[config.mk]
export PLATFORM = sky130hd
export DESIGN_NAME = wir_div
export DESIGN_NICKNAME = d
export VERILOG_FILES = /design/src/rtl/wir_pkg.sv /design/src/rtl/wir_div.sv
export SDC_FILE = /design/constraint.sdc
export NUM_CORES = 1
export LEC_CHECK = 0
export BUFFER_PORTS_ARGS = -buffer_cell sky130_fd_sc_hd__buf_2
export CORE_ASPECT_RATIO = 0.5
export CORE_MARGIN = 2
export CORE_UTILIZATION = 41
export DETAILED_ROUTE_END_ITERATION = 16
export SYNTH_ARGS = -nofsm -noshare
export SYNTH_HDL_FRONTEND = slang
export SYNTH_SLANG_ARGS = --single-unit
[constraint.sdc]
create_clock -name clk -period 6.7 [get_ports clk]
set_clock_uncertainty 0.1 [all_clocks]
set_input_delay 1.005 -clock clk [delete_from_list [all_inputs] [get_ports clk]]
set_output_delay 1.005 -clock clk [all_outputs]
set_load 0.02 [all_outputs]
[src/rtl/wir_pkg.sv]
package wir_pkg;

  // Default storage sizes.
  localparam int DEF_MAX_WIDTH  = 256;
  localparam int DEF_MAX_HEIGHT = 256;
  localparam int DEF_MAX_TAPS   = 16;

  // Fixed widths that follow from the field widths.
  localparam int SCALE_MAX = 16;
  localparam int DIM_W     = 13;
  localparam int ACC_W     = 72;
  localparam int NUM_W     = 71;
  localparam int DEN_W     = 40;
  localparam int WSUM_W    = 39;
  localparam int QUOT_W    = 33;
  localparam int CFG_AW    = 5;

  // Request codes carried in func.
  localparam logic [1:0] FN_WR_PIX  = 2'd0;
  localparam logic [1:0] FN_WR_TAP  = 2'd1;
  localparam logic [1:0] FN_COMPUTE = 2'd2;
  localparam logic [1:0] FN_UNUSED  = 2'd3;

  // Status codes.
  localparam logic [1:0] ST_OK        = 2'd0;
  localparam logic [1:0] ST_OUT_RANGE = 2'd1;
  localparam logic [1:0] ST_WR_RANGE  = 2'd2;

  // Register indexes.
  localparam logic [2:0] REG_ENLARGE = 3'd0;
  localparam logic [2:0] REG_SCALE   = 3'd1;
  localparam logic [2:0] REG_TAPS    = 3'd2;
  localparam logic [2:0] REG_WIDTH   = 3'd3;
  localparam logic [2:0] REG_HEIGHT  = 3'd4;

  typedef struct packed {
    logic       enlarge_mode;
    logic [4:0] scale_factor;
    logic [3:0] window_taps;
    logic [8:0] source_width;
    logic [8:0] source_height;
  } wir_cfg_t;

  typedef struct packed {
    logic             start;
    logic [NUM_W-1:0] num;
    logic [DEN_W-1:0] den;
  } wir_div_req_t;

  typedef struct packed {
    logic              done;
    logic [QUOT_W-1:0] quot;
  } wir_div_rsp_t;

endpackage

[src/rtl/wir_div.sv]
module wir_div (
  input  logic                  clk,
  input  logic                  rst_n,
  input  wir_pkg::wir_div_req_t req,
  output wir_pkg::wir_div_rsp_t rsp
);
  import wir_pkg::*;

  localparam int CNT_W = $clog2(NUM_W + 1);

  logic              busy_r;
  logic              done_r;
  logic [CNT_W-1:0]  cnt_r;
  logic [NUM_W-1:0]  num_r;
  logic [DEN_W-1:0]  den_r;
  logic [DEN_W-1:0]  rem_r;
  logic [QUOT_W-1:0] quot_r;
  logic [DEN_W:0]    rem_sh;
  logic              fits;

  // One restoring step per cycle, numerator bits taken from the top.
  assign rem_sh = {rem_r, num_r[NUM_W-1]};
  assign fits   = rem_sh >= {1'b0, den_r};
  assign rsp.done = done_r;
  assign rsp.quot = quot_r;

  always_ff @(posedge clk) begin
    if (!rst_n) begin
      busy_r <= 1'b0;
      done_r <= 1'b0;
      cnt_r  <= '0;
    end else begin
      done_r <= 1'b0;
      if (req.start) begin
        busy_r <= 1'b1;
        cnt_r  <= '0;
        num_r  <= req.num;
        den_r  <= req.den;
        rem_r  <= '0;
        quot_r <= '0;
      end else if (busy_r) begin
        num_r  <= {num_r[NUM_W-2:0], 1'b0};
        rem_r  <= fits ? DEN_W'(rem_sh - {1'b0, den_r}) : rem_sh[DEN_W-1:0];
        quot_r <= {quot_r[QUOT_W-2:0], fits};
        cnt_r  <= cnt_r + 1'b1;
        if (cnt_r == CNT_W'(NUM_W - 1)) begin
          busy_r <= 1'b0;
          done_r <= 1'b1;
        end
      end
    end
  end

endmodule

Word-level counts from Yosys, hierarchy flattened. Index checks and enable logic that the tools add are counted.

Add/sub/neg operators: 2. $lt $le $gt $ge: 1. Eq/ne operators: 1. Multiplexer cells: 9. Bitwise operators: 2. Reductions and logical operators: 5.

Operator list (count): 71-bit two-way mux (2); 40-bit two-way mux (2); 41-bit by 40-bit greater-or-equal comparator with 1-bit output (1); 40-bit subtractor (1); 33-bit two-way mux (1); 7-bit by 1-bit adder with 7-bit output, second input constant (1); 7-bit == test, second input constant (1); 1-bit two-way mux (4); 2-bit AND reduction (2); 3-bit OR reduction (1); 1-bit NOT (2); 2-bit nonzero test (1); 2-bit OR reduction (1).

Register bits after elaboration: 193. Bits of input ports: 114. Output and inout port bits: 34. Logic and storage cells: 27.

Logic depth before layout (Yosys ltp).
Word-level depth: 4. Mapped depth: 14. Depth with buffers taken out: 12.

Worst setup path before layout. No wires, ideal clock.

Path kind: input port to flip-flop. Start: in req[111] (netlist name). End: reg num_r[0], enable pin. Library setup time: 0.516 ns. Arrival: 4.786 ns. Data required time: 6.084 ns. Path slack: 1.298 ns. Cell stages on the path: 3. Path buffers: 2. Cell sequence: clkbuf_1 -> clkbuf_1 -> o21a_1.

Word-level cells in the longest chain between the ends: 2.

RTL lines: from (decl) (RTL line wir_div.sv:4) `input wir_pkg::wir_div_req_t req,`; 2-bit nonzero test (no source line); 2-bit AND reduction (no source line); to (signal assigned) (RTL line wir_div.sv:37) `num_r <= req.num;`; to (signal assigned) (RTL line wir_div.sv:42) `num_r <= {num_r[NUM_W-2:0], 1'b0};`; to (decl) (RTL line wir_div.sv:14) `logic [NUM_W-1:0] num_r;`.

No other way between the ends. A chain may end at the register's enable or synchronous reset.

Worst setup path after layout.
Start: reg rem_r[33]. End: reg rem_r[37] (data pin).

Word-level cells in the longest chain between the ends: 3. Elaborated cells on any way between the ends: 4. Classes of those cells: add/sub (1); order compare (1); mux (2).

RTL lines: from (decl) (RTL line wir_div.sv:16) `logic [DEN_W-1:0] rem_r;`; from (signal assigned) (RTL line wir_div.sv:43) `rem_r <= fits ? DEN_W'(rem_sh - {1'b0, den_r}) : rem_sh[DEN_W-1:0];`; 40-bit subtractor or 41-bit by 40-bit greater-or-equal comparator with 1-bit output (tied branches) (RTL line wir_div.sv:43, wir_div.sv:23); 40-bit two-way mux * (RTL line wir_div.sv:43); 40-bit two-way mux * (RTL line wir_div.sv:41) `end else if (busy_r) begin`.

Mark *: on every way between the ends. The rest lies on a longest branch, timed or not. The select of a mux whose other input is x is not followed.

==> out/qor.csv <==
stage,metric,value,unit
layout,seqCellArea,5705,µm²
global_routing,use_met1,21.77,%
setup_path,r2r-start,rem_r[33],
placed_design,hpwl,14.60,mm
power_and_ir_drop,power_density,270.2,nW/µm²
detailed_routing,vias_per_cell,5.134,
global_routing,grt_pass1_wl,34.38,mm
power_and_ir_drop,irDropWorstVdd,0.1466,mV
layout,multi_input_area,4001,µm²
worst_hold_path,hold_end,cnt_r[6],
timing,setup_viol,0,
yosys,synth_top_family_by_area,simple AND/OR/NAND/NOR gates,
setup_path,path_common_cell,a21o_1,
clock_network,clock_latency,0.45,ns
clock_network,cts_setup_buffers,0,
timing,grt_setup_unrepaired,no,
setup_path,cp.arrival,4.09,ns
placed_design,portBuffers,147,
yosys,synth-edff-count,184,
layout,syn_to_final_growth,15.75,%
floorplan,rows,40,
clock_network,path_clk_slew,0.07,ns
clock_network,cts_resized,0,
timing,fmax,258.0,MHz
floorplan,fp.dieW,225.9,µm
clock_network,clk_path_buf_depth,2,
run,cap_viol_max_count,0,
detailed_routing,drt_wl_total,21.14,mm
setup_path,cp_num_buf_inv,0,
floorplan,core_area,24070,µm²
setup_path,path_delay_family,simple AND/OR/NAND/NOR gates,
setup_path,crit_required,6.92,ns
worst_hold_path,worstHoldPathType,reg -> reg,
timing,worst_slew_pin_slew,1.015,ns
worst_hold_path,min_from,cnt_r[6],
detailed_routing,ant_nets,0,
detailed_routing,drtPass1Iterations,4,
setup_path,crit_slowest_cell,nor4_4,
yosys,synth_top_area_share,54.75,%
global_routing,use_met3,5.188,%
yosys,synth-simple-area-share,11.17,%
floorplan,die_h,114.9,µm
setup_path,max_stage_delay,0.53,ns
floorplan,io_pins,148,
layout,drive_gt1_share,27.77,%
layout,fillers,2208,
setup_path,startpoint_type,flip-flop,
yosys,synth_top_cell_by_area,edfxtp_1,
timing,finalCritPeriodShare,57.85,%
yosys,synth-xor-area-share,3.298,%
setup_path,end_kind,flip-flop,
placed_design,routabilityCongestion,0.8975,
yosys,ys_seq_area_share,56.53,%
setup_path,path_max_fanout,44,
yosys,synth_area_leaders,"edfxtp_1 55%, mux2_2 7.8%, ha_1 5.2%",
global_routing,grt.met2_usage,27.61,%
yosys,synthMuxAreaShare,9.794,%
setup_path,startpoint,rem_r[33],
detailed_routing,drt_iter0_drc,302,
yosys,synth_flop_cell,edfxtp_1,
global_routing,busiest_layer,met2,
clock_network,htreeDepth,4,
detailed_routing,wl_per_cell,16.20,µm
placed_design,post_dp_cell_area,11080,µm²
yosys,synth-seq-cells,193,
floorplan,dieArea,25960,µm²
setup_path,r2r_cells,10,
layout,final_net_count,1109,
setup_path,worstSetupPathType,reg -> reg,
setup_path,r2r_slack,2.82,ns
worst_hold_path,worstHoldPathCells,2,
clock_network,tritoncts,yes,
timing,slew_headroom,32.37,%
clock_network,cts_buffers,17,
detailed_routing,drc,0,
yosys,syn_inst,822,
run_status,status,"finished, final reports clean",
timing,min_period,3.876,ns
global_routing,grt.total_usage,17.12,%
detailed_routing,vias,6700,
global_routing,grt_start_max_net_pins,84,
floorplan,initial_core_util,41.92,%
clock_network,cts_hold_buf,0,
clock_network,cts_root_buffer,clkbuf_16,
clock_network,clock_sinks,193,
power_and_ir_drop,p_leak,4.581,nW
layout,postLayoutCellArea,11680,µm²
yosys,synthAdderAreaFrac,5.405,%
yosys,yosysWarningCount,0,
yosys,syn_avg_cell_area,12.28,µm²
setup_path,worstPathCellList,ha_1 -> a21o_1 -> a21o_1 -> a21o_1 -> a2111oi_0 -> nor2_1 -> nor4_4 -> nand2_8 -> nor2_1 -> a22o_1,
setup_path,r2r_end,rem_r[37],
placed_design,post-place-cells,1269,
global_routing,grt_antenna_before_repair,4,
global_routing,first_global_vias,6716,
layout,layout.cells.non_filler,1305,
yosys,async_flop_share,0,%
yosys,synth_compound_gate_area_share,9.906,%
timing,hold_violations,0,
timing,slew_viol_final,0,
yosys,synthesis.nets,979,
global_routing,overflow,0,
yosys,syn-cell-area,10090,µm²
timing,tns,0,ns
yosys,ys_types,64,
flip-flops by register name, summed over array words and instances (netlist names):
name,cells
rem_r,40
quot_r,33
cnt_r,7
busy_r,1
done_r,1
num_r,71
den_r,40
cells by family (layout without fill, tap and decap cells):
logic type                 after synthesis  after routing
buffers and inverters                   90            233
adders and majority gates               43             43
and+or+nand+nor                        220            220
DFF                                    193            193
other                                    0              4
xor gates and xnor gates                38             38
AOI/OAI and AO/OA                      148            148
muxes                                   90             90
cell usage after synthesis, drive strengths merged (15+ instances only):
master / count
ha: 42
a211oi: 15
edfxtp: 184
mux2i: 20
o21ai: 31
inv: 50
xnor2: 24
nand2: 40
a21oi: 46
nand4: 15
nor2: 66
nand3: 21
clkbuf: 28
nor2b: 37
mux2: 70
power by group:
group | leakage (nW) | internal, W | total, W | switching (W)
logic | 2.47 | 0.000274 | 0.000648 | 0.000374
registers | 1.84 | 0.00144 | 0.00147 | 0.0000361
clock network | 0.274 | 0.000559 | 0.00104 | 0.000478
total | 4.58 | 0.00227 | 0.00316 | 0.000888
tightest hold or removal path, stage by stage, from the launching register on:
cell and delay, ns:
dfxtp_1 0.32, o21ai_0 0.07, a21oi_1 0.06
placed cells by master, fill, tap and decap left out, types with 4 or more instances in the layout:
cell        count
clkbuf_16      17
o211ai_1        4
nand3_1        21
nor2_1         66
nand4_1        15
nand2_1        38
o21a_1          5
a211oi_1        6
and3_1          4
or3_1           4
edfxtp_1      184
xnor2_1        24
mux2i_1        20
dfxtp_1         9
mux2_2         70
clkinvlp_4      4
o21ai_0        31
o21bai_1        5
nand2b_1        7
buf_4           5
a211oi_2        9
xor2_1         14
inv_1          50
a22o_1          6
ha_1           42
buf_2         146
a21o_1          7
nor2b_1        37
diode_2         4
a21oi_1        44
a211o_1         4
a31oi_1         4
nor3_1         11
a21boi_0        4
layer usage:
metal,vias up,wire (µm)
li1,3297,-
met5,-,10
met4,2,388
met1,3250,9914
met2,122,9744
met3,29,1088
worst max path at each step:
stage                      endpoint  cells past startpoint
after floorplan            num_r[0]                      3
after global placement    rem_r[32]                     10
after detailed placement  rem_r[37]                     10
after CTS                 rem_r[37]                     10
after global routing      rem_r[37]                     10
final                     rem_r[37]                     10
stage by stage:
| step | total power (W) | setup slack, ns | util [%] | hold slack (ns) |
|---|---|---|---|---|
| after CTS | 0.003187 | 2.806 | 48.48 | 0.4041 |
| after global routing | 0.003307 | 2.496 | 48.50 | 0.4312 |
| after floorplan | 0.001993 | 1.298 | - | 0.3537 |
| final | 0.003156 | 2.824 | 48.52 | 0.3940 |
| after global placement | 0.002134 | 2.950 | 46.04 | 0.3687 |
| after detailed placement | 0.002143 | 2.817 | 46.04 | 0.3934 |
area by class of cell:
| class | count | share of cell area, % |
|---|---|---|
| repair buffers | 151 | 6.577 |
| multi-input cells | 539 | 34.25 |
| well taps | 336 | 3.599 |
| clock buffers | 20 | 3.738 |
| clock inverters | 12 | 1.296 |
| flip-flops and latches | 193 | 48.84 |
| inverters | 50 | 1.607 |
| diodes | 4 | 0.08569 |
Power figures use the tool's default switching activity.
