**src/rtl/wir_pkg.sv**
```systemverilog
package wir_pkg;

  // Default storage sizes.
  localparam int DEF_MAX_WIDTH  = 256;
  localparam int DEF_MAX_HEIGHT = 256;
  localparam int DEF_MAX_TAPS   = 16;

  // Fixed widths that follow from the field widths.
  localparam int SCALE_MAX = 16;
  localparam int DIM_W     = 13;
  localparam int ACC_W     = 72;
  localparam int NUM_W     = 71;
  localparam int DEN_W     = 40;
  localparam int WSUM_W    = 39;
  localparam int QUOT_W    = 33;
  localparam int CFG_AW    = 5;

  // Request codes carried in func.
  localparam logic [1:0] FN_WR_PIX  = 2'd0;
  localparam logic [1:0] FN_WR_TAP  = 2'd1;
  localparam logic [1:0] FN_COMPUTE = 2'd2;
  localparam logic [1:0] FN_UNUSED  = 2'd3;

  // Status codes.
  localparam logic [1:0] ST_OK        = 2'd0;
  localparam logic [1:0] ST_OUT_RANGE = 2'd1;
  localparam logic [1:0] ST_WR_RANGE  = 2'd2;

  // Register indexes.
  localparam logic [2:0] REG_ENLARGE = 3'd0;
  localparam logic [2:0] REG_SCALE   = 3'd1;
  localparam logic [2:0] REG_TAPS    = 3'd2;
  localparam logic [2:0] REG_WIDTH   = 3'd3;
  localparam logic [2:0] REG_HEIGHT  = 3'd4;

  typedef struct packed {
    logic       enlarge_mode;
    logic [4:0] scale_factor;
    logic [3:0] window_taps;
    logic [8:0] source_width;
    logic [8:0] source_height;
  } wir_cfg_t;

  typedef struct packed {
    logic             start;
    logic [NUM_W-1:0] num;
    logic [DEN_W-1:0] den;
  } wir_div_req_t;

  typedef struct packed {
    logic              done;
    logic [QUOT_W-1:0] quot;
  } wir_div_rsp_t;

endpackage

```
**src/rtl/wir_regs.sv**
```systemverilog
module wir_regs (
  input  logic                          clk,
  input  logic                          rst_n,
  input  logic                          psel,
  input  logic                          penable,
  input  logic                          pwrite,
  input  logic [wir_pkg::CFG_AW-1:0]    paddr,
  input  logic [31:0]                   pwdata,
  output logic [31:0]                   prdata,
  output logic                          pready,
  output wir_pkg::wir_cfg_t             cfg
);
  import wir_pkg::*;

  wir_cfg_t   cfg_r;
  logic [2:0] idx;
  logic       wr_en;

  assign idx    = paddr[4:2];
  assign wr_en  = psel && penable && pwrite;
  assign pready = 1'b1;
  assign cfg    = cfg_r;

  // Register writes in the access cycle.
  always_ff @(posedge clk) begin
    if (!rst_n) begin
      cfg_r.enlarge_mode  <= 1'b0;
      cfg_r.scale_factor  <= 5'd2;
      cfg_r.window_taps   <= 4'd2;
      cfg_r.source_width  <= 9'd256;
      cfg_r.source_height <= 9'd256;
    end else if (wr_en) begin
      case (idx)
        REG_ENLARGE: cfg_r.enlarge_mode  <= pwdata[0];
        REG_SCALE:   cfg_r.scale_factor  <= pwdata[4:0];
        REG_TAPS:    cfg_r.window_taps   <= pwdata[3:0];
        REG_WIDTH:   cfg_r.source_width  <= pwdata[8:0];
        REG_HEIGHT:  cfg_r.source_height <= pwdata[8:0];
        default: ;
      endcase
    end
  end

  // Read mux.
  always_comb begin
    case (idx)
      REG_ENLARGE: prdata = 32'(cfg_r.enlarge_mode);
      REG_SCALE:   prdata = 32'(cfg_r.scale_factor);
      REG_TAPS:    prdata = 32'(cfg_r.window_taps);
      REG_WIDTH:   prdata = 32'(cfg_r.source_width);
      REG_HEIGHT:  prdata = 32'(cfg_r.source_height);
      default:     prdata = 32'd0;
    endcase
  end

endmodule

```
**config.mk**
```make
export PLATFORM = sky130hd
export DESIGN_NAME = wir_regs
export DESIGN_NICKNAME = d
export VERILOG_FILES = /design/src/rtl/wir_pkg.sv /design/src/rtl/wir_regs.sv
export SDC_FILE = /design/constraint.sdc
export NUM_CORES = 1
export LEC_CHECK = 0
export BUFFER_PORTS_ARGS = -buffer_cell sky130_fd_sc_hd__buf_2
export CAP_MARGIN = 20
export CORE_ASPECT_RATIO = 1.2
export CORE_MARGIN = 8
export CORE_UTILIZATION = 39
export CTS_BUF_LIST = sky130_fd_sc_hd__clkbuf_2 sky130_fd_sc_hd__clkbuf_4 sky130_fd_sc_hd__clkbuf_8
export CTS_CLUSTER_DIAMETER = 40
export DETAILED_ROUTE_END_ITERATION = 7
export HOLD_SLACK_MARGIN = 0.05
export PLACE_DENSITY = 0.8
export SYNTH_ARGS = -nofsm -noshare
export SYNTH_HDL_FRONTEND = slang
export SYNTH_SLANG_ARGS = --single-unit
```
**constraint.sdc**
```tcl
create_clock -name clk -period 1 [get_ports clk]
set_clock_uncertainty 0.1 [all_clocks]
set_input_delay 0.1 -clock clk [delete_from_list [all_inputs] [get_ports clk]]
set_output_delay 0.1 -clock clk [all_outputs]
set_load 0.05 [all_outputs]
```
# Yosys cells after proc, flatten, opt, wreduce, memory -nomap -nowiden
# Index checks and enable logic that the tools add are counted.
dict set report word_totals {
  reg_bits 28
  latchBits 0
  ram_bits 0
  romBits 0
  out_inout_bits 61
  mem_count 0
}
dict set report classes {
  add_sub_neg 0
  mul 0
  div_mod_pow 0
  n_lt_le_gt_ge 0
  n_eq_ne 4
  shifts 0
  muxes 1
  bitwise_logic 0
  reduce_logical 8
}
# op n
set ops {}
lappend ops {{one-hot mux 9 bit (5 select lines)} 1}
lappend ops {{AND reduction 2 bit} 5}
lappend ops {{== test 3 x 2 -> 1 bit, second input constant} 2}
lappend ops {{== test 3 x 1 -> 1 bit, second input constant} 1}
lappend ops {{== test 3 bit, second input constant} 1}
lappend ops {{logical NOT 3 bit} 1}
lappend ops {{logical AND 1 bit} 2}

# Longest topological paths before layout
# Gate-level depths: netlist of run 1.
dict set report logic_depth {
  word_depth 3
  mapped_depth 4
  depth_no_buf 3
}

# Worst setup path after synthesis of run 1
# Ideal clock, no wire load.
dict set report synth_timing {
  kind {register -> output}
  startpoint {reg cfg_r (netlist bit cfg[0])}
  endpoint {out prdata[0]}
  t_arrival_ps 1916
  required_time_ps 800
  slack_ps -1116
  path_stages_with_launch 3
  n_path_buf 0
  cell_sequence {dfxtp_1 -> nand2_1 -> o31ai_1}
}
dict set report synth_via {
  elab_chain_len 1
}
# item line
set synth_rtl {}
lappend synth_rtl {{start: declaration} wir_regs.sv:15} ;# wir_cfg_t cfg_r;
lappend synth_rtl {{one-hot mux 9 bit (5 select lines)} wir_regs.sv:46} ;# case (idx)
lappend synth_rtl {{end: declaration} wir_regs.sv:9} ;# output logic [31:0] prdata,
# No other way between the ends.

# Worst setup path after layout of run 1
dict set report layout_timing {
  startpoint {reg cfg_r (netlist bit cfg[9])}
  endpoint {out prdata[0]}
}
# The elaborated chain is that of the path after synthesis.

==> impl_summary.log, run 1 <==
[metrics] dominant cell type by area after synthesis: sky130_fd_sc_hd__dfxtp_1
[metrics] number of design rule violations left after detail routing: 0
[metrics] Register-to-Register Setup Slack: 30 ps
[metrics] maximum number of pins on one net before global-route repair: 17
[metrics] leading cell type in the layout, fill and taps excluded: sky130_fd_sc_hd__nand2_1
[metrics] first-pass GRT wire length: 7850 um
[metrics] power after layout: 2.59 mW
[metrics] violations in the final reports: setup timing
[metrics] clock root buffer: sky130_fd_sc_hd__clkbuf_8
[metrics] dpl ws: -496 ps
[metrics] main area contributors after synthesis: sky130_fd_sc_hd__dfxtp_1, sky130_fd_sc_hd__mux2i_1, sky130_fd_sc_hd__buf_4, sky130_fd_sc_hd__nand2_1, sky130_fd_sc_hd__a32o_1
[metrics] total congestion overflow after global routing: 0
[metrics] fraction of final layout cells with drive strength greater than 1: 0.616
[metrics] sequential-to-total area share from yosys stat: 0.362
[metrics] register bit total from synthesis: 28
[metrics] Final Critical Period: 1610 ps
[metrics] non-filler instance count after layout: 317
[metrics] number of placement rows: 25
[metrics] Synth cell types: 28
[metrics] R2R Path End: cfg[27]$_SDFFE_PN0P_
[metrics] total placed cells including tap cells: 296
[metrics] Clk pin slew, worst setup/hold paths: 100 ps
[metrics] placeable core region: 0.00388 mm^2
[metrics] endpoint kind of the worst setup timing path: primary output
[metrics] proportion of netlist area held by the largest area contributor: 0.362
[metrics] final net count: 306
[metrics] critical path class: flip-flop to primary output
[metrics] wirelength, routed: 5150 um
[metrics] classification of the worst-slack hold path: input port to flip-flop
[metrics] multi-input logic area: 961 um^2
[metrics] Hold Violations, Final: 0
[metrics] quantity of I/O buffers inserted on ports: 53
[metrics] final HPWL from detailed placement: 3540 um
[metrics] TritonCTS buffer count: 3
[metrics] initial standard-cell utilization of the core: 0.399
[metrics] Synth warnings: 0
[metrics] max-cap violations: 0
[metrics] sequential cell area: 646 um^2
[metrics] launch instance of the worst register-to-register path: cfg[27]$_SDFFE_PN0P_
[metrics] buffer depth of the longest clock path: 2
[metrics] setup repair after global routing missed its margin: yes
[metrics] Leakage: 1.28 nW
[metrics] largest fanout on the critical path: 2
[metrics] DRC violation total after the first TritonRoute iteration: 66
[metrics] # diodes: 0
[metrics] H-tree levels: 1
[metrics] Wirelength per Cell: 16.2 um
[metrics] status: complete, but fails checks
[metrics] Cell Pwr Density: 897 mW/mm^2
[metrics] worst path setup slack after routing: -605 ps
[metrics] width of the die: 73.5 um
[metrics] Critical path origin: cfg[9]$_SDFFE_PN0P_
[metrics] GRT Resource Usage Total: 0.158
[metrics] IO Pins: 103
[metrics] period utilization: 1.61
[metrics] highest ir drop seen on vdd: 0.000798 V
[metrics] crit path capture: prdata[0]
[metrics] Die Outline Area: 0.00624 mm^2
[metrics] DIE HEIGHT: 85.0 um
[metrics] total iterations of the first detailed-routing run: 4
[metrics] required arrival time at the worst endpoint: 800 ps
[metrics] number of max-slew violations in the final report: 0
[metrics] Syn-to-layout area delta: 86.5%
[metrics] worst path arrival time: 1410 ps
[metrics] Filler cells: 259
[metrics] number of vias per cell after detailed routing: 4.71
[metrics] gp weighted congestion: 0.782
[metrics] worst r2r path cells: 4
[metrics] number of flip-flops under the largest register name: 28
[metrics] Worst Setup Start Kind: flip-flop
[metrics] Fmax: 623 MHz
[metrics] Final ANT Viol Nets: 0
[metrics] initial antenna violation count: 0
[metrics] clock tree from TritonCTS: done
[metrics] clock latency on the worst-skew pair: 270 ps
[metrics] netlist area before placement: 0.00155 mm^2
[metrics] number of global-route vias before repair: 1,553
[metrics] commonest non-fill, non-tap cells in the layout: sky130_fd_sc_hd__nand2_1, sky130_fd_sc_hd__buf_8, sky130_fd_sc_hd__buf_6, sky130_fd_sc_hd__buf_4, sky130_fd_sc_hd__mux2i_1
[metrics] clk sink count: 28
[metrics] gate count after technology mapping: 162
[metrics] Avg Synthesized Cell Area: 9.55 um^2
[metrics] Final setup violation count: 34
[metrics] vias: 1,493
-- final cells by class --
| type | instances | area share |
|---|---|---|
| clock buffers | 3 | 0.0143 |
| flip-flops and latches | 28 | 0.224 |
| well taps | 54 | 0.0234 |
| inverters | 2 | 0.00260 |
| repair buffers | 106 | 0.392 |
| multi-input cells | 123 | 0.333 |
| clock inverters | 1 | 0.0104 |
-- routing by layer --
metal / vias to the layer above / part of all wire / GRT usage / routed length, um
met5: - / 0 / 0 / 0
met4: 0 / 0.017 / 0.0492 / 89
met3: 6 / 0.076 / 0.0389 / 391
met2: 58 / 0.54 / 0.288 / 2760
met1: 718 / 0.37 / 0.171 / 1910
li1: 711 / - / - / -
-- cells in the mapped netlist --
cell type,instances
sky130_fd_sc_hd__mux2_1,3
sky130_fd_sc_hd__o311ai_1,1
sky130_fd_sc_hd__buf_4,26
sky130_fd_sc_hd__nand4_4,1
sky130_fd_sc_hd__conb_1,2
sky130_fd_sc_hd__mux2i_1,25
sky130_fd_sc_hd__a32o_1,5
sky130_fd_sc_hd__nor3_1,1
sky130_fd_sc_hd__nand2b_4,1
sky130_fd_sc_hd__nand2_1,36
sky130_fd_sc_hd__clkbuf_1,3
sky130_fd_sc_hd__o21ai_1,4
sky130_fd_sc_hd__nor2_4,1
sky130_fd_sc_hd__o211ai_1,2
sky130_fd_sc_hd__dfxtp_1,28
sky130_fd_sc_hd__o31ai_1,2
sky130_fd_sc_hd__a22oi_1,3
sky130_fd_sc_hd__o21ai_0,1
sky130_fd_sc_hd__mux4_2,1
sky130_fd_sc_hd__nor3b_4,1
sky130_fd_sc_hd__or2_1,2
sky130_fd_sc_hd__buf_2,3
sky130_fd_sc_hd__inv_1,2
sky130_fd_sc_hd__nor2b_2,1
sky130_fd_sc_hd__mux2_2,1
sky130_fd_sc_hd__nor2_8,1
sky130_fd_sc_hd__nor2b_1,4
sky130_fd_sc_hd__nand4b_4,1
-- worst min path at each step --
| stage | slack, ps | to | startpoint | cells past startpoint |
|---|---|---|---|---|
| 2_1_floorplan | 150 | cfg[10]$_SDFFE_PN0P_ | pwdata[1] | 2 |
| 3_3_place_gp | 270 | cfg[17]$_SDFFE_PN1P_ | pwdata[8] | 3 |
| 3_5_place_dp | 270 | cfg[16]$_SDFFE_PN0P_ | pwdata[7] | 3 |
| 4_1_cts | 50 | cfg[3]$_SDFFE_PN0P_ | pwdata[3] | 3 |
| 5_1_grt | 70 | cfg[2]$_SDFFE_PN0P_ | pwdata[2] | 3 |
| 6_report | 60 | cfg[20]$_SDFFE_PN0P_ | pwdata[2] | 3 |
-- report_power, final --
group	switching [mW]	internal, mW	leakage (nW)	total, mW
Clock	0.363	0.536	0.0357	0.899
Combinational	0.420	0.187	0.999	0.607
Sequential	0.00740	1.07	0.242	1.08
-- cells by family after synthesis --
logic type / share of synthesized area
AOI/OAI and AO/OA: 0.0882
buffers and inverters: 0.148
DFF: 0.362
muxes: 0.205
other: 0.00486
and+or+nand+nor: 0.191
-- critical path, stage by stage (launching register included) --
cell and delay (ps):
sky130_fd_sc_hd__dfxtp_4 350, sky130_fd_sc_hd__mux4_2 470, sky130_fd_sc_hd__nand2_2 90, sky130_fd_sc_hd__o31ai_4 70
sky130_fd_sc_hd__buf_6 160
-- per-stage QoR --
step	utilization	cell area, um^2	TNS (ps)	hold slack, ps
2_1_floorplan	-	1810	-1430	154
3_3_place_gp	0.564	2190	-10870	266
3_5_place_dp	0.564	2190	-11710	274
4_1_cts	0.725	2810	-5240	52.0
5_1_grt	0.744	2880	-6550	70.5
6_report	0.744	2880	-5420	64.8
-- repair_timing --
action,in CTS,in global routing
hold buffers,6,0
endpoints found under the hold margin,15,0
setup endpoints to repair,49,51
buffers inserted,7,8
gates cloned,1,0
gates resized for setup,130,17
pin swaps,11,4
Note: power is estimated with default switching activity, not from simulation.
==> run 2: changes to the inputs <==
- CORE_UTILIZATION: 39 -> 25
- PLACE_DENSITY: 0.8 -> 0.56
==> impl_summary.log, run 2 (synthesis results as in run 1) <==
[metrics] status: complete, but fails checks
[metrics] violations in the final reports: setup timing
[metrics] gp weighted congestion: 0.717 (-8.4%)
[metrics] # diodes: 0 (unchanged)
[metrics] number of global-route vias before repair: 1,578 (+1.6%)
[metrics] highest ir drop seen on vdd: 0.000571 V (-29%)
[metrics] clk sink count: 28 (unchanged)
[metrics] non-filler instance count after layout: 353 (+11%)
[metrics] wirelength, routed: 5210 um (+1.1%)
[metrics] CP Buf/Inv Count: 1 (unchanged)
[metrics] initial standard-cell utilization of the core: 0.257 (-0.141)
[metrics] endpoint kind of the worst setup timing path: primary output
[metrics] fraction of final layout cells with drive strength greater than 1: 0.620 (+0.00396)
[metrics] Final Critical Period: 1610 ps (+1.66 ps)
[metrics] Final ANT Viol Nets: 0 (unchanged)
[metrics] Total Neg Setup Slack: -5900 ps (-478 ps)
[metrics] worst path setup slack after routing: -607 ps (-1.66 ps)
[metrics] final net count: 314 (+2.6%)
[metrics] Fmax: 622 MHz (-0.10%)
[metrics] GRT Resource Usage Total: 0.113 (-0.0451)
[metrics] cells along the critical path: mux4_2, nand2_2, o31ai_4, buf_6
[metrics] number of vias per cell after detailed routing: 4.17 (-12%)
[metrics] H-tree levels: 1 (unchanged)
[metrics] vias: 1,471 (-1.5%)
[metrics] IO Pins: 103 (unchanged)
[metrics] setup repair after global routing missed its margin: yes
[metrics] largest fanout on the critical path: 2 (unchanged)
[metrics] first-pass GRT wire length: 7840 um (about the same)
[metrics] required arrival time at the worst endpoint: 800 ps (about the same)
[metrics] Hold Violations, Final: 0 (unchanged)
[metrics] maximum number of pins on one net before global-route repair: 24 (+7)
[metrics] Die Outline Area: 0.00897 mm^2 (+44%)
[metrics] number of max-slew violations in the final report: 0 (unchanged)
[metrics] Leakage: 1.34 nW (+5.2%)
[metrics] period utilization: 1.61 (+0.00166)
[metrics] width of the die: 87.8 um (+19%)
[metrics] Wirelength per Cell: 14.7 um (-9.2%)
[metrics] max-cap violations: 0 (unchanged)
[metrics] Cell Pwr Density: 867 mW/mm^2 (-3.3%)
[metrics] power after layout: 2.65 mW (+2.5%)
[metrics] total congestion overflow after global routing: 0 (unchanged)
[metrics] total iterations of the first detailed-routing run: 2 (-2)
[metrics] buffer depth of the longest clock path: 2 (unchanged)
[metrics] clock root buffer: sky130_fd_sc_hd__clkbuf_8
[metrics] clock latency on the worst-skew pair: 290 ps (+20 ps)
[metrics] DIE HEIGHT: 102 um (+20%)
[metrics] TritonCTS buffer count: 3 (unchanged)
[metrics] initial antenna violation count: 0 (unchanged)
[metrics] Filler cells: 545 (+110%)
[metrics] placeable core region: 0.00601 mm^2 (+55%)
[metrics] Clk pin slew, worst setup/hold paths: 100 ps (about the same)
[metrics] number of design rule violations left after detail routing: 0 (unchanged)
[metrics] Final setup violation count: 38 (+12%)
[metrics] number of placement rows: 31 (+24%)
[metrics] final HPWL from detailed placement: 3700 um (+4.5%)
[metrics] clock tree from TritonCTS: done
[metrics] Final Instance Area: 0.00306 mm^2 (+6.0%)
[metrics] crit-path max cell delay: 470 ps (about the same)
[metrics] number of flip-flops under the largest register name: 28 (unchanged)
[metrics] worst path arrival time: 1410 ps (about the same)
[metrics] total placed cells including tap cells: 325 (+9.8%)
[metrics] critical path class: flip-flop to primary output
[metrics] utilization of the core after routing: 0.508 (-0.235)
[metrics] commonest non-fill, non-tap cells in the layout: sky130_fd_sc_hd__nand2_1, sky130_fd_sc_hd__buf_6, sky130_fd_sc_hd__buf_8, sky130_fd_sc_hd__mux2i_1, sky130_fd_sc_hd__conb_1
[metrics] Worst Setup Start Kind: flip-flop
[metrics] quantity of I/O buffers inserted on ports: 53 (unchanged)
[metrics] DP Area: 0.00225 mm^2 (+3.1%)
[metrics] crit path max-delay cell type: sky130_fd_sc_hd__mux4_2
[metrics] family with the most delay on the worst path: multiplexers
[metrics] Syn-to-layout area delta: 97.7%
[metrics] DRC violation total after the first TritonRoute iteration: 15 (-77%)
[metrics] classification of the worst-slack hold path: input port to flip-flop
## run 2: cell count changes in the layout (fill, tap and decap cells not counted), sizes merged
cell         delta
buf             +7
clkbuf          -1
dlygate4sd3     +3
nor2            -1
## run 2: final timing paths
kind | slack (ps) | end | start | depth (start not counted)
setup / recovery | -610 | prdata[0] | cfg[9]$_SDFFE_PN0P_ | 4
hold / removal | 100 | cfg[18]$_SDFFE_PN0P_ | pwdata[0] | 3
setup reg to reg | 50 | cfg[27]$_SDFFE_PN0P_ | cfg[27]$_SDFFE_PN0P_ | 4
hold reg to reg | 390 | cfg[4]$_SDFFE_PN0P_ | cfg[4]$_SDFFE_PN0P_ | 2
## run 2: stage by stage
step	setup WS [ps]	hold WS, ps
CTS	-623	103
finish	-607	103
floorplan	-302	154
detailed placement	-457	273
global placement	-450	267
global route	-653	120
## run 2: cell type report
class	count	area (um^2)	share of cell area
Inverter	2	7.51	0.00246
Timing Repair Buffer	115	1280	0.418
Clock inverter	1	30.0	0.00982
Multi-Input combinational cell	122	952	0.312
Sequential cell	28	646	0.211
Tap cell	82	103	0.0336
Clock buffer	3	41.3	0.0135
## run 2: worst min-delay path: stages
cell and delay (ps):
sky130_fd_sc_hd__buf_2 100, sky130_fd_sc_hd__nand2_1 160, sky130_fd_sc_hd__mux2i_1 90
## run 2: where the power goes
group / internal [mW] / switching (mW)
logic: 0.216 / 0.423
registers: 1.07 / 0.00736
clock network: 0.537 / 0.394
total: 1.83 / 0.824
## run 2: layer usage
| metal | part of all wire | GRT usage |
|---|---|---|
| met1 | 0.40 | 0.128 |
| met2 | 0.52 | 0.198 |
| met3 | 0.069 | 0.0298 |
| met4 | 0.010 | 0.0398 |
| met5 | 0 | 0 |
## run 2: repair_timing
| item | CTS | global route |
|---|---|---|
| endpoints found under the setup margin | 63 | 49 |
| cloned | 1 | 0 |
| hold buffers | 9 | 0 |
| pin swaps | 10 | 5 |
| hold endpoints to repair | 22 | 0 |
| buffers inserted | 6 | 14 |
| gates resized for setup | 138 | 19 |
==> run 3: changes to the inputs <==
- ABC_CLOCK_PERIOD_IN_PS: not set -> 1000
- PLACE_DENSITY: 0.56 -> not set
==> impl_summary.log, run 3 (synthesis results as in run 1) <==
[metrics] DIE HEIGHT: 102 um (unchanged)
[metrics] clock tree from TritonCTS: done
[metrics] Final ANT Viol Nets: 0 (unchanged)
[metrics] dpl ws: -499 ps (-41.6 ps)
[metrics] Leakage: 1.24 nW (-7.4%)
[metrics] required arrival time at the worst endpoint: 800 ps (about the same)
[metrics] Cell Pwr Density: 843 mW/mm^2 (-2.8%)
[metrics] DRC violation total after the first TritonRoute iteration: 12 (-3)
[metrics] Final setup violation count: 32 (-16%)
[metrics] leading cell type in the layout, fill and taps excluded: sky130_fd_sc_hd__nand2_1
[metrics] wirelength, routed: 4940 um (-5.1%)
[metrics] classification of the worst-slack hold path: input port to flip-flop
[metrics] number of global-route vias before repair: 1,483 (-6.0%)
[metrics] Fmax: 623 MHz (about the same)
[metrics] number of design rule violations left after detail routing: 0 (unchanged)
[metrics] number of max-slew violations in the final report: 0 (unchanged)
[metrics] number of placement rows: 31 (unchanged)
[metrics] placeable core region: 0.00601 mm^2 (unchanged)
[metrics] number of vias per cell after detailed routing: 4.17 (+0.18%)
[metrics] violations in the final reports: setup timing
[metrics] Register-to-Register Setup Slack: 50 ps (about the same)
[metrics] max-cap violations: 0 (unchanged)
[metrics] clock latency on the worst-skew pair: 280 ps (about the same)
[metrics] final HPWL from detailed placement: 3630 um (-1.9%)
[metrics] Final Critical Period: 1610 ps (-0.741 ps)
[metrics] largest fanout on the critical path: 2 (unchanged)
[metrics] vias: 1,411 (-4.1%)
[metrics] H-tree levels: 1 (unchanged)
[metrics] Syn-to-layout area delta: 84.9%
[metrics] first-pass GRT wire length: 7460 um (-4.8%)
[metrics] endpoint kind of the worst setup timing path: primary output
[metrics] Worst Setup Start Kind: flip-flop
[metrics] period utilization: 1.61 (about the same)
[metrics] IO Pins: 103 (unchanged)
[metrics] total congestion overflow after global routing: 0 (unchanged)
[metrics] Clk pin slew, worst setup/hold paths: 100 ps (about the same)
[metrics] highest ir drop seen on vdd: 0.000435 V (-24%)
[metrics] fraction of final layout cells with drive strength greater than 1: 0.602 (-0.0184)
[metrics] commonest non-fill, non-tap cells in the layout: sky130_fd_sc_hd__nand2_1, sky130_fd_sc_hd__buf_8, sky130_fd_sc_hd__buf_6, sky130_fd_sc_hd__mux2i_1, sky130_fd_sc_hd__conb_1
[metrics] quantity of I/O buffers inserted on ports: 53 (unchanged)
[metrics] # diodes: 0 (unchanged)
[metrics] worst path arrival time: 1410 ps (about the same)
[metrics] gp weighted congestion: 0.783 (+9.3%)
[metrics] TritonCTS buffer count: 3 (unchanged)
[metrics] total iterations of the first detailed-routing run: 3 (+1)
[metrics] status: complete, but fails checks
[metrics] worst path setup slack after routing: -606 ps (+0.741 ps)
[metrics] setup repair after global routing missed its margin: yes
[metrics] GRT Resource Usage Total: 0.107 (-0.00595)
[metrics] initial standard-cell utilization of the core: 0.257 (unchanged)
[metrics] clk sink count: 28 (unchanged)
[metrics] final net count: 299 (-4.8%)
[metrics] initial antenna violation count: 0 (unchanged)
[metrics] maximum number of pins on one net before global-route repair: 25 (+4.2%)
[metrics] clock root buffer: sky130_fd_sc_hd__clkbuf_8
[metrics] number of flip-flops under the largest register name: 28 (unchanged)
[metrics] Die Outline Area: 0.00897 mm^2 (unchanged)
[metrics] width of the die: 87.8 um (unchanged)
[metrics] critical path class: flip-flop to primary output
[metrics] Wirelength per Cell: 14.6 um (-0.94%)
[metrics] buffer depth of the longest clock path: 2 (unchanged)
[metrics] utilization of the core after routing: 0.476 (-0.0329)
[metrics] Hold Violations, Final: 0 (unchanged)
run 3: cell count changes in the layout (fill, tap and decap cells not counted), sizes merged:
| cell | before | now |
|---|---|---|
| nor2 | 2 | 3 |
| dlygate4sd3 | 9 | 6 |
| buf | 106 | 93 |
| clkbuf | 3 | 4 |
| bufinv | 1 | 0 |
run 3: final cells by class:
class | count | area (um^2)
clock buffers | 4 | 55.1
fillers | 558 | 3150
inverters | 2 | 7.51
multi-input cells | 123 | 952
flip-flops and latches | 28 | 638
well taps | 82 | 103
repair buffers | 99 | 1100
run 3: power breakdown:
part / switching [mW] / internal, mW
clock network: 0.365 / 0.353
registers: 0.00718 / 1.08
logic: 0.416 / 0.188
run 3: final timing paths:
check	cells after the start	end	start
max	4	prdata[0]	cfg[9]$_SDFFE_PN0P_
max reg2reg	4	cfg[27]$_SDFFE_PN0P_	cfg[27]$_SDFFE_PN0P_
min reg2reg	2	cfg[4]$_SDFFE_PN0P_	cfg[4]$_SDFFE_PN0P_
min	3	cfg[21]$_SDFFE_PN0P_	pwdata[3]
run 3: routing by layer:
layer  GRT usage  vias up  wire length, um  share of wire
met4      0.0318        0               48         0.0097
met1       0.116      664             1960           0.40
li1            -      698                -              -
met5           0        -                0              0
met3      0.0274        4              366          0.074
met2       0.197       45             2560           0.52
run 3: repair_timing:
| action | in CTS | in global routing |
|---|---|---|
| pin swaps | 11 | 2 |
| endpoints found under the setup margin | 46 | 47 |
| setup buffers | 4 | 8 |
| gates resized for setup | 134 | 6 |
| endpoints found under the hold margin | 15 | 0 |
| cloned | 1 | 0 |
| hold buffers | 6 | 0 |
run 3: worst max-delay path, stage by stage (launching register included):
cell and delay (ps):
sky130_fd_sc_hd__dfxtp_4 350, sky130_fd_sc_hd__mux4_2 470, sky130_fd_sc_hd__nand2_2 90, sky130_fd_sc_hd__o31ai_4 60, sky130_fd_sc_hd__buf_6 160
run 3: stage by stage:
stage               hold WS (ps)  TNS [ps]  cells  instance area (um^2)  power [mW]
floorplan                    154     -1430    184                  1810        1.58
global placement             266    -10900    320                  2230        1.64
detailed placement           274    -11310    320                  2230        1.65
CTS                         53.4     -5720    335                  2830        2.44
global route                67.5     -6480    338                  2860        2.51
finish                      62.2     -5300    338                  2860        2.41
